--- config.mk ---
export PLATFORM = sky130hd
export DESIGN_NAME = isa_integer_alu_with_flags
export DESIGN_NICKNAME = d
export VERILOG_FILES = /design/src/sv/iala_pkg.sv /design/src/sv/isa_integer_alu_with_flags.sv /design/src/sv/iala_front.sv /design/src/sv/iala_queue.sv /design/src/sv/iala_divider.sv /design/src/sv/iala_back.sv
export SDC_FILE = /design/constraint.sdc
export NUM_CORES = 2
export LEC_CHECK = 0
export ABC_AREA = 1
export BUFFER_PORTS_ARGS = -buffer_cell sky130_fd_sc_hd__clkbuf_2
export CAP_MARGIN = 0
export CORE_MARGIN = 3
export CORE_UTILIZATION = 65
export CTS_CLUSTER_DIAMETER = 40
export DETAILED_ROUTE_END_ITERATION = 10
export GPL_ROUTABILITY_DRIVEN = 0
export MAX_ROUTING_LAYER = met4
export PLACE_DENSITY_LB_ADDON = 0.12
export SETUP_SLACK_MARGIN = 0.2
export SLEW_MARGIN = 20
export SYNTH_ARGS = -nofsm -noshare
export SYNTH_HDL_FRONTEND = slang
export SYNTH_SLANG_ARGS = --single-unit
--- constraint.sdc ---
create_clock -name clock -period 10.7 [get_ports clock]
set_input_delay 0.535 -clock clock [delete_from_list [all_inputs] [get_ports clock]]
set_output_delay 0.535 -clock clock [all_outputs]
set_load 0.01 [all_outputs]
--- src/sv/iala_pkg.sv ---
`timescale 1ns / 1ps
`default_nettype none
// ----------------------------------------------------------------------------
// iala_pkg: shared types and constants of the integer ALU
// Operation codes, request/response payloads and the queue entry.
// ----------------------------------------------------------------------------
package iala_pkg;

   // operation codes
   typedef enum logic [2:0] {
      OP_ADD    = 3'd0,
      OP_SUB    = 3'd1,
      OP_MULLO  = 3'd2,
      OP_MULFL  = 3'd3,
      OP_DIVSH  = 3'd4,
      OP_DIVLG  = 3'd5,
      OP_CMP    = 3'd6,
      OP_UNDEF  = 3'd7
   } op_type;

   // condition codes
   localparam logic [1:0] CC_POS  = 2'd0;
   localparam logic [1:0] CC_ZERO = 2'd1;
   localparam logic [1:0] CC_NEG  = 2'd2;

   // words written codes
   localparam logic [1:0] WR_NONE = 2'd0;
   localparam logic [1:0] WR_ONE  = 2'd1;
   localparam logic [1:0] WR_BOTH = 2'd2;

   // queue depth between front and back
   localparam int QUEUE_DEPTH = 4;
   // divider quotient bits: one quotient bit per cycle
   localparam int DIV_BITS = 32;

   typedef struct packed {
      logic [2:0]  req_type;
      logic        width;
      logic [31:0] op_a;
      logic [31:0] op_b;
   } req_type_type;

   typedef struct packed {
      logic [15:0] res_word0;
      logic [15:0] res_word1;
      logic [1:0]  words_written;
      logic        carry;
      logic [1:0]  cond_code;
      logic        cond_valid;
      logic        fixed_overflow;
      logic        illegal_op;
   } rsp_type;

   // classified operation class
   typedef enum logic [2:0] {
      CLS_ADDSUB = 3'd0,
      CLS_MUL    = 3'd1,
      CLS_DIV    = 3'd2,
      CLS_CMP    = 3'd3,
      CLS_ILL    = 3'd4
   } cls_type;

   // execute states of the back
   typedef enum logic [1:0] {
      ST_IDLE = 2'd0,
      ST_MUL  = 2'd1,
      ST_DIV  = 2'd2
   } st_type;

   // entry that the front hands to the back
   typedef struct packed {
      cls_type     cls;
      logic [2:0]  op;
      logic        dbl;
      logic [31:0] op_a;
      logic [31:0] op_b;
   } entry_type;

   // condition code of a 16-bit word
   function automatic logic [1:0] sign16(input logic [15:0] v);
      logic [1:0] c;
      if (v == 16'd0) c = CC_ZERO;
      else if (v[15]) c = CC_NEG;
      else c = CC_POS;
      return c;
   endfunction

   // condition code of a 32-bit word
   function automatic logic [1:0] sign32(input logic [31:0] v);
      logic [1:0] c;
      if (v == 32'd0) c = CC_ZERO;
      else if (v[31]) c = CC_NEG;
      else c = CC_POS;
      return c;
   endfunction

endpackage
`default_nettype wire

--- src/sv/isa_integer_alu_with_flags.sv ---
`timescale 1ns / 1ps
`default_nettype none
// ----------------------------------------------------------------------------
// isa_integer_alu_with_flags: 16/32-bit integer ALU with condition flags
// Decode front, short queue, execute back with iterative divider.
//
//   channel   handshake            payload
//   request   start / busy         req_data  (req_type_type)
//   response  rsp_valid strobe     rsp_data  (rsp_type)
//
// Add, subtract, compare and undefined codes: one per cycle while the back
// is idle, result in the cycle after it leaves the queue. Multiplies pass the
// product register and multiply state; divides use the one-bit-per-cycle
// divider. busy rises only when the queue is full. Synchronous reset
// empties the queue and idles the back. Responses cannot be stalled.
// ----------------------------------------------------------------------------
module isa_integer_alu_with_flags import iala_pkg::*; #(
   parameter int QDEPTH = QUEUE_DEPTH
) (
   input  wire logic         clock,
   input  wire logic         reset,
   input  wire logic         start,
   output logic              busy,
   input  wire req_type_type req_data,
   output logic              rsp_valid,
   output rsp_type           rsp_data
);

   logic      q_full, q_empty, push, pop;
   entry_type push_data, head;

   iala_front u_front (
      .start     (start),
      .req_data  (req_data),
      .q_full    (q_full),
      .busy      (busy),
      .push      (push),
      .push_data (push_data)
   );

   iala_queue #(.DEPTH(QDEPTH)) u_queue (
      .clock     (clock),
      .reset     (reset),
      .push      (push),
      .push_data (push_data),
      .pop       (pop),
      .full      (q_full),
      .empty     (q_empty),
      .head      (head)
   );

   iala_back u_back (
      .clock     (clock),
      .reset     (reset),
      .empty     (q_empty),
      .head      (head),
      .pop       (pop),
      .rsp_valid (rsp_valid),
      .rsp_data  (rsp_data)
   );

endmodule
`default_nettype wire

--- src/sv/iala_front.sv ---
`timescale 1ns / 1ps
`default_nettype none
// ----------------------------------------------------------------------------
// iala_front: request decode
// Classifies each accepted request and hands it to the queue.
// ----------------------------------------------------------------------------
module iala_front import iala_pkg::*; (
   input  wire logic         start,
   input  wire req_type_type req_data,
   input  wire logic         q_full,
   output logic              busy,
   output logic              push,
   output entry_type         push_data
);

   op_type op;

   assign busy = q_full;
   assign push = start && !q_full;
   assign op   = op_type'(req_data.req_type);

   // classify the operation
   always_comb begin
      push_data.op   = req_data.req_type;
      push_data.dbl  = req_data.width;
      push_data.op_a = req_data.op_a;
      push_data.op_b = req_data.op_b;
      unique case (op) inside
         OP_ADD, OP_SUB: push_data.cls = CLS_ADDSUB;
         OP_MULLO:       push_data.cls = req_data.width ? CLS_ILL : CLS_MUL;
         OP_MULFL:       push_data.cls = CLS_MUL;
         OP_DIVSH:       push_data.cls = req_data.width ? CLS_ILL : CLS_DIV;
         OP_DIVLG:       push_data.cls = CLS_DIV;
         OP_CMP:         push_data.cls = CLS_CMP;
         default:        push_data.cls = CLS_ILL;
      endcase
   end

endmodule
`default_nettype wire

--- src/sv/iala_queue.sv ---
`timescale 1ns / 1ps
`default_nettype none
// ----------------------------------------------------------------------------
// iala_queue: short FIFO between decode and execute
// Register-based first-in first-out queue with full and empty flags.
// ----------------------------------------------------------------------------
module iala_queue import iala_pkg::*; #(
   parameter int DEPTH = QUEUE_DEPTH
) (
   input  wire logic      clock,
   input  wire logic      reset,
   input  wire logic      push,
   input  wire entry_type push_data,
   input  wire logic      pop,
   output logic           full,
   output logic           empty,
   output entry_type      head
);

   localparam int AW = (DEPTH > 1) ? $clog2(DEPTH) : 1;

   entry_type       mem_ff [DEPTH];
   logic [AW-1:0]   wr_ff, wr_in, rd_ff, rd_in;
   logic [AW:0]     cnt_ff, cnt_in;

   assign full  = (cnt_ff == (AW+1)'(DEPTH));
   assign empty = (cnt_ff == '0);
   assign head  = mem_ff[rd_ff];

   // pointer and count update
   always_comb begin
      wr_in  = wr_ff;
      rd_in  = rd_ff;
      cnt_in = cnt_ff;
      if (push) wr_in = (wr_ff == AW'(DEPTH-1)) ? '0 : wr_ff + 1'b1;
      if (pop)  rd_in = (rd_ff == AW'(DEPTH-1)) ? '0 : rd_ff + 1'b1;
      if (push && !pop) cnt_in = cnt_ff + 1'b1;
      else if (pop && !push) cnt_in = cnt_ff - 1'b1;
   end

   always_ff @(posedge clock) begin
      if (reset) begin
         wr_ff  <= '0;
         rd_ff  <= '0;
         cnt_ff <= '0;
      end else begin
         wr_ff  <= wr_in;
         rd_ff  <= rd_in;
         cnt_ff <= cnt_in;
      end
   end

   // storage
   always_ff @(posedge clock) begin
      if (push) begin
         mem_ff[wr_ff] <= push_data;
      end
   end

endmodule
`default_nettype wire

--- src/sv/iala_divider.sv ---
`timescale 1ns / 1ps
`default_nettype none
// ----------------------------------------------------------------------------
// iala_divider: iterative signed divider
// Restoring division on magnitudes, one quotient bit per cycle.
// ----------------------------------------------------------------------------
module iala_divider import iala_pkg::*; (
   input  wire logic        clock,
   input  wire logic        reset,
   input  wire logic        go,
   input  wire logic [31:0] dividend,
   input  wire logic [31:0] divisor,
   output logic             done,
   output logic [31:0]      quot,
   output logic [31:0]      rem
);

   localparam int CW = $clog2(DIV_BITS + 1);

   logic [31:0]   q_ff, q_in;
   logic [31:0]   r_ff, r_in;
   logic [31:0]   d_ff, d_in;
   logic          qneg_ff, qneg_in, rneg_ff, rneg_in;
   logic [CW-1:0] cnt_ff, cnt_in;
   logic          run_ff, run_in, done_ff, done_in;
   logic [32:0]   trial;
   logic [32:0]   shifted;

   assign shifted = {r_ff, q_ff[31]};
   assign trial   = shifted - {1'b0, d_ff};

   always_comb begin
      q_in = q_ff; r_in = r_ff; d_in = d_ff;
      qneg_in = qneg_ff; rneg_in = rneg_ff;
      cnt_in = cnt_ff; run_in = run_ff; done_in = 1'b0;
      if (go) begin
         q_in    = dividend[31] ? 32'(-dividend) : dividend;
         d_in    = divisor[31] ? 32'(-divisor) : divisor;
         r_in    = '0;
         qneg_in = dividend[31] ^ divisor[31];
         rneg_in = dividend[31];
         cnt_in  = CW'(DIV_BITS);
         run_in  = 1'b1;
      end else if (run_ff) begin
         // one restoring step
         if (!trial[32]) begin
            r_in = trial[31:0];
            q_in = {q_ff[30:0], 1'b1};
         end else begin
            r_in = shifted[31:0];
            q_in = {q_ff[30:0], 1'b0};
         end
         cnt_in = cnt_ff - 1'b1;
         if (cnt_ff == CW'(1)) begin
            run_in  = 1'b0;
            done_in = 1'b1;
         end
      end
   end

   always_ff @(posedge clock) begin
      if (reset) begin
         run_ff  <= 1'b0;
         done_ff <= 1'b0;
         cnt_ff  <= '0;
      end else begin
         run_ff  <= run_in;
         done_ff <= done_in;
         cnt_ff  <= cnt_in;
      end
   end

   always_ff @(posedge clock) begin
      q_ff    <= q_in;
      r_ff    <= r_in;
      d_ff    <= d_in;
      qneg_ff <= qneg_in;
      rneg_ff <= rneg_in;
   end

   assign done = done_ff;
   assign quot = qneg_ff ? 32'(-q_ff) : q_ff;
   assign rem  = rneg_ff ? 32'(-r_ff) : r_ff;

endmodule
`default_nettype wire

--- src/sv/iala_back.sv ---
`timescale 1ns / 1ps
`default_nettype none
// ----------------------------------------------------------------------------
// iala_back: execute stage
// Add/sub/compare direct, multiply via product register, divide iteratively.
// ----------------------------------------------------------------------------
module iala_back import iala_pkg::*; (
   input  wire logic      clock,
   input  wire logic      reset,
   input  wire logic      empty,
   input  wire entry_type head,
   output logic           pop,
   output logic           rsp_valid,
   output rsp_type        rsp_data
);

   st_type        st_ff, st_in;
   entry_type     cur_ff;
   logic          rv_ff, rv_in;
   rsp_type       rd_ff, rd_in;
   logic signed [63:0] prod_ff;
   logic          div_go, div_done;
   logic [31:0]   div_quot, div_rem;
   logic          fast;
   logic [32:0]   sum32;
   logic [16:0]   sum16;
   logic [31:0]   aa, bb;
   logic [31:0]   dvd, dvs;
   logic          sub;
   rsp_type       fast_rsp, mul_rsp, div_rsp;
   logic signed [32:0] sa, sb;
   logic          div_ofl;

   assign fast = (head.cls == CLS_ADDSUB) || (head.cls == CLS_CMP) || (head.cls == CLS_ILL);

   // sign-extended operands of the head entry
   always_comb begin
      if (head.dbl) begin
         sa = {head.op_a[31], head.op_a};
         sb = {head.op_b[31], head.op_b};
      end else begin
         sa = 33'(signed'(head.op_a[31:16]));
         sb = 33'(signed'(head.op_b[31:16]));
      end
   end

   // fast operations: add/sub, compare and illegal codes
   always_comb begin
      sub   = (head.op == OP_SUB);
      aa    = head.op_a;
      bb    = head.op_b;
      sum32 = sub ? ({1'b0, aa} - {1'b0, bb}) : ({1'b0, aa} + {1'b0, bb});
      sum16 = sub ? ({1'b0, aa[31:16]} - {1'b0, bb[31:16]})
                  : ({1'b0, aa[31:16]} + {1'b0, bb[31:16]});
      fast_rsp = '0;
      case (head.cls)
         CLS_ADDSUB: begin
            fast_rsp.cond_valid = 1'b1;
            if (head.dbl) begin
               fast_rsp.res_word0 = sum32[31:16];
               fast_rsp.res_word1 = sum32[15:0];
               fast_rsp.words_written = WR_BOTH;
               fast_rsp.carry = sum32[32];
               fast_rsp.cond_code = sign32(sum32[31:0]);
               fast_rsp.fixed_overflow = sub ? ((aa[31] ^ bb[31]) && (aa[31] ^ sum32[31]))
                                             : (!(aa[31] ^ bb[31]) && (bb[31] ^ sum32[31]));
            end else begin
               fast_rsp.res_word0 = sum16[15:0];
               fast_rsp.words_written = WR_ONE;
               fast_rsp.carry = sum16[16];
               fast_rsp.cond_code = sign16(sum16[15:0]);
               fast_rsp.fixed_overflow = sub ? ((aa[31] ^ bb[31]) && (aa[31] ^ sum16[15]))
                                             : (!(aa[31] ^ bb[31]) && (bb[31] ^ sum16[15]));
            end
         end
         CLS_CMP: begin
            fast_rsp.cond_valid = 1'b1;
            if (sa < sb) fast_rsp.cond_code = CC_NEG;
            else if (sa > sb) fast_rsp.cond_code = CC_POS;
            else fast_rsp.cond_code = CC_ZERO;
         end
         default: fast_rsp.illegal_op = 1'b1;
      endcase
   end

   // multiply result from the product register
   always_comb begin
      mul_rsp = '0;
      mul_rsp.cond_valid = 1'b1;
      if (cur_ff.op == OP_MULLO) begin
         mul_rsp.res_word0 = prod_ff[15:0];
         mul_rsp.words_written = WR_ONE;
         mul_rsp.cond_code = sign16(prod_ff[15:0]);
         mul_rsp.fixed_overflow = (prod_ff[63:15] != '0) && (prod_ff[63:15] != '1);
      end else begin
         mul_rsp.res_word0 = prod_ff[31:16];
         mul_rsp.res_word1 = prod_ff[15:0];
         mul_rsp.words_written = WR_BOTH;
         mul_rsp.cond_code = sign32(prod_ff[31:0]);
         mul_rsp.fixed_overflow = cur_ff.dbl &&
            (prod_ff[63:31] != '0) && (prod_ff[63:31] != '1);
      end
   end

   // divider operands
   always_comb begin
      if (head.dbl || head.op == OP_DIVLG) dvd = head.op_a;
      else dvd = {{16{head.op_a[31]}}, head.op_a[31:16]};
      dvs = head.dbl ? head.op_b : {{16{head.op_b[31]}}, head.op_b[31:16]};
   end

   iala_divider u_div (
      .clock    (clock),
      .reset    (reset),
      .go       (div_go),
      .dividend (dvd),
      .divisor  (dvs),
      .done     (div_done),
      .quot     (div_quot),
      .rem      (div_rem)
   );

   // divide result
   always_comb begin
      div_rsp = '0;
      if (cur_ff.dbl)
         div_ofl = (cur_ff.op_b == 32'd0) ||
                   (cur_ff.op_a == 32'h8000_0000 && cur_ff.op_b == 32'hFFFF_FFFF);
      else
         div_ofl = (cur_ff.op_b[31:16] == 16'd0) ||
                   (div_quot[31:15] != '0 && div_quot[31:15] != '1);
      if (div_ofl) begin
         div_rsp.fixed_overflow = 1'b1;
      end else begin
         div_rsp.cond_valid = 1'b1;
         div_rsp.words_written = WR_BOTH;
         if (cur_ff.dbl) begin
            div_rsp.res_word0 = div_quot[31:16];
            div_rsp.res_word1 = div_quot[15:0];
            div_rsp.cond_code = sign32(div_quot);
         end else begin
            div_rsp.res_word0 = div_quot[15:0];
            div_rsp.res_word1 = div_rem[15:0];
            div_rsp.cond_code = sign16(div_quot[15:0]);
         end
      end
   end

   // next state
   always_comb begin
      st_in = st_ff;
      unique case (st_ff)
         ST_IDLE: begin
            if (!empty && head.cls == CLS_MUL) st_in = ST_MUL;
            else if (!empty && head.cls == CLS_DIV) st_in = ST_DIV;
         end
         ST_MUL: st_in = ST_IDLE;
         ST_DIV: if (div_done) st_in = ST_IDLE;
         default: st_in = ST_IDLE;
      endcase
   end

   // outputs of the state machine
   always_comb begin
      pop    = 1'b0;
      div_go = 1'b0;
      rv_in  = 1'b0;
      rd_in  = rd_ff;
      unique case (st_ff)
         ST_IDLE: begin
            if (!empty) begin
               pop = 1'b1;
               div_go = (head.cls == CLS_DIV);
               if (fast) begin
                  rv_in = 1'b1;
                  rd_in = fast_rsp;
               end
            end
         end
         ST_MUL: begin
            rv_in = 1'b1;
            rd_in = mul_rsp;
         end
         ST_DIV: begin
            if (div_done) begin
               rv_in = 1'b1;
               rd_in = div_rsp;
            end
         end
         default: ;
      endcase
   end

   always_ff @(posedge clock) begin
      if (reset) begin
         st_ff <= ST_IDLE;
         rv_ff <= 1'b0;
      end else begin
         st_ff <= st_in;
         rv_ff <= rv_in;
      end
   end

   // entry and product registers
   always_ff @(posedge clock) begin
      rd_ff <= rd_in;
      if (pop) begin
         cur_ff  <= head;
         prod_ff <= 64'(sa * sb);
      end
   end

   assign rsp_valid = rv_ff;
   assign rsp_data  = rd_ff;

endmodule
`default_nettype wire

==> results.ini <==
[run_status]
status=finished clean

[yosys]
yosysWarnings=0
synth_top_cell_area_share=0.309
synth_seq_cells=574
syn_area_sq_mm=0.0704
synthCells=8239
async_flop_share=0
seq_area_frac_synth=0.237
synth_nets=9743
synth_flop_cell=edfxtp_1
synth.top_cells.by_count=nand2_1 (2007), inv_1 (1861), fa_1 (1086)
synth-edff-count=522
synth.area.top_cells=fa_1 (31%), edfxtp_1 (22%), nand2_1 (11%), inv_1 (9.9%), ha_1 (6.2%)
yosysUniqueCellTypes=73
synth_most_common_cell=nand2_1
synth_top_cell_by_area=fa_1
avgSynthCellArea_sq_um=8.55

[final_layout]
areaGrowthSynthToFinish_pct=7.46
drive_gt1_frac=0.0691
fin_nets=9820
filler_cell_count=8380

[setup_path]
critPathMaxFanout=24
cp-end-kind=register
critical_path_class=register to register
arrival_ns=10.76
slowest_stage=o21ai_2
cp_slowest_stage_delay_ns=0.83
path_common_cell=fa_1
worstSetupStartpointType=register
rr_worst_depth=31
required_ns=11.09

[timing]
fmax_ghz=0.0964
skew_ns=0.0407
rsz0062_at_grt=false
worst_pin_slew_ns=1.22
drv_slew=0
finalSetupViolations=0
fin_setup_tns_ns=0
fin_crit_sh=0.969
fin_crit_ns=10.37
relSlewSlack=0.182
timing.final.hold_violations=0

[placed_design]
io_buffers=112
dpl.hpwl_um=171000

[floorplan]
num_rows=120
coreArea_sq_mm=0.107
fp.dieH_um=335
die_x_um=335
die_area_sq_mm=0.112
start_util=0.656
ios=113

[global_routing]
grt_pass1_vias=58500
grt_overflow=0
grt_antenna_before_repair=10
grt_max_degree=127
grt_pass1_wl_um=335000
grt.total_usage=0.406

[clock_tree]
hold_buffers=0
numClockSinks=574
insertion_delay_ns=0.65
cts_tree=built
clkTransAtPathRegs_ns=0.06
htree_levels=3
clk_path_buf_depth=3
clockRootBuffer=clkbuf_16
cts_buffers=74

[drt]
drc=0
drt_iter0_drc=7002
wirelength_um=217000
vias_per_cell=5.90
ant_nets=0
first_pass_iters=6
wl_met2_um=92300
highest_layer=met4
wl_met3_um=29200
wl_per_cell_um=22.1
vias=57800
drt-met1-wl_um=80800

[job]
timing.max_cap.violations=0

[hold_path]
hold_path_class=primary input to register
hold_path_depth=1

layout by cell type, fill, tap and decap left out, types with 74 or more instances in the layout:
cell type,n
a21oi_1,293
buf_4,176
clkbuf_16,74
clkbuf_2,112
edfxtp_1,522
fa_1,1085
ha_1,347
inv_1,1854
nand2_1,2006
nand3_1,197
nor2_1,520
o21ai_0,232
xor2_1,169
per-layer routing:
metal	vias up	GRT usage
met5	-	-
met4	0	0.211
met3	816	0.109
met2	3659	0.577
met1	28000	0.539
li1	25300	-
state kept, by name (all words and copies together) (netlist names), 2 cells and up, named ones only:
register / cells
u_queue.mem_ff: 284
u_back.cur_ff: 68
u_back.prod_ff: 64
u_back.rsp_data: 40
u_back.u_div.d_ff: 32
u_back.u_div.q_ff: 32
u_back.u_div.r_ff: 32
u_back.u_div.cnt_ff: 6
u_queue.cnt_ff: 3
u_back.st_ff: 2
u_queue.rd_ff: 2
u_queue.wr_ff: 2
area by class of cell:
cell class	instances	area, sq um	share of cell area
timing repair buffer	297	2070	0.0273
sequential	574	16700	0.221
multi-input combinational	5474	45400	0.600
clock buffer	87	1970	0.0260
antenna	12	30.0	0.000397
clock inverter	49	582	0.00769
inverter	1895	7150	0.0945
tap	1403	1760	0.0232
through the flow:
step                      cell area [sq um]  std cells  utilization  hold slack, ns  setup slack (ns)
after floorplan                       70400       8239            -           0.444              2.07
after global placement                73000       9642        0.680           0.464             0.352
after detailed placement              73000       9642        0.680           0.462             0.301
after CTS                             75500       9778        0.704          0.0861             0.270
after global routing                  75700       9789        0.705           0.101             0.167
final                                 75700       9791        0.705           0.108             0.329
cell families (layout without fill, tap and decap cells):
kind of cell	count (synthesis)	count (layout)	share of synthesized area
adders and majority gates	1433	1433	0.370
and+or+nand+nor	2979	2979	0.172
other	0	12	0
DFF	574	574	0.237
muxes	3	3	0.000426
buffers and inverters	2191	2328	0.120
xor gates and xnor gates	238	238	0.0296
AOI/OAI and AO/OA	821	821	0.0699
worst max-delay path: cells and delay by family (launching register included):
| kind | cells | cell delay, ns |
|---|---|---|
| AND/OR/NAND/NOR | 7 | 1.72 |
| flip-flops | 1 | 0.38 |
| AO/OA/AOI/OAI | 4 | 1.55 |
| XOR/XNOR | 1 | 0.16 |
| buffers and inverters | 9 | 1.69 |
| adder cells (fa/ha/maj) | 10 | 4.53 |
path summary, 6_finish.rpt:
check                        startpoint                    end  slack [ns]
hold reg to reg   u_back.u_div.r_ff[20]  u_back.u_div.r_ff[20]        0.47
hold / removal             req_data[59]  u_queue.mem_ff[3][59]        0.11
setup / recovery               register     u_back.prod_ff[61]        0.33
setup reg to reg               register     u_back.prod_ff[61]        0.33
repair_timing:
item                                    4_1_cts  5_1_grt
resized for setup                             1       24
endpoints found under the setup margin        1        9
buffers inserted                              0        1
Power is left out: the tool's default activity adds up to more than one toggle a clock period on the data nets, which glitch-free logic cannot reach.
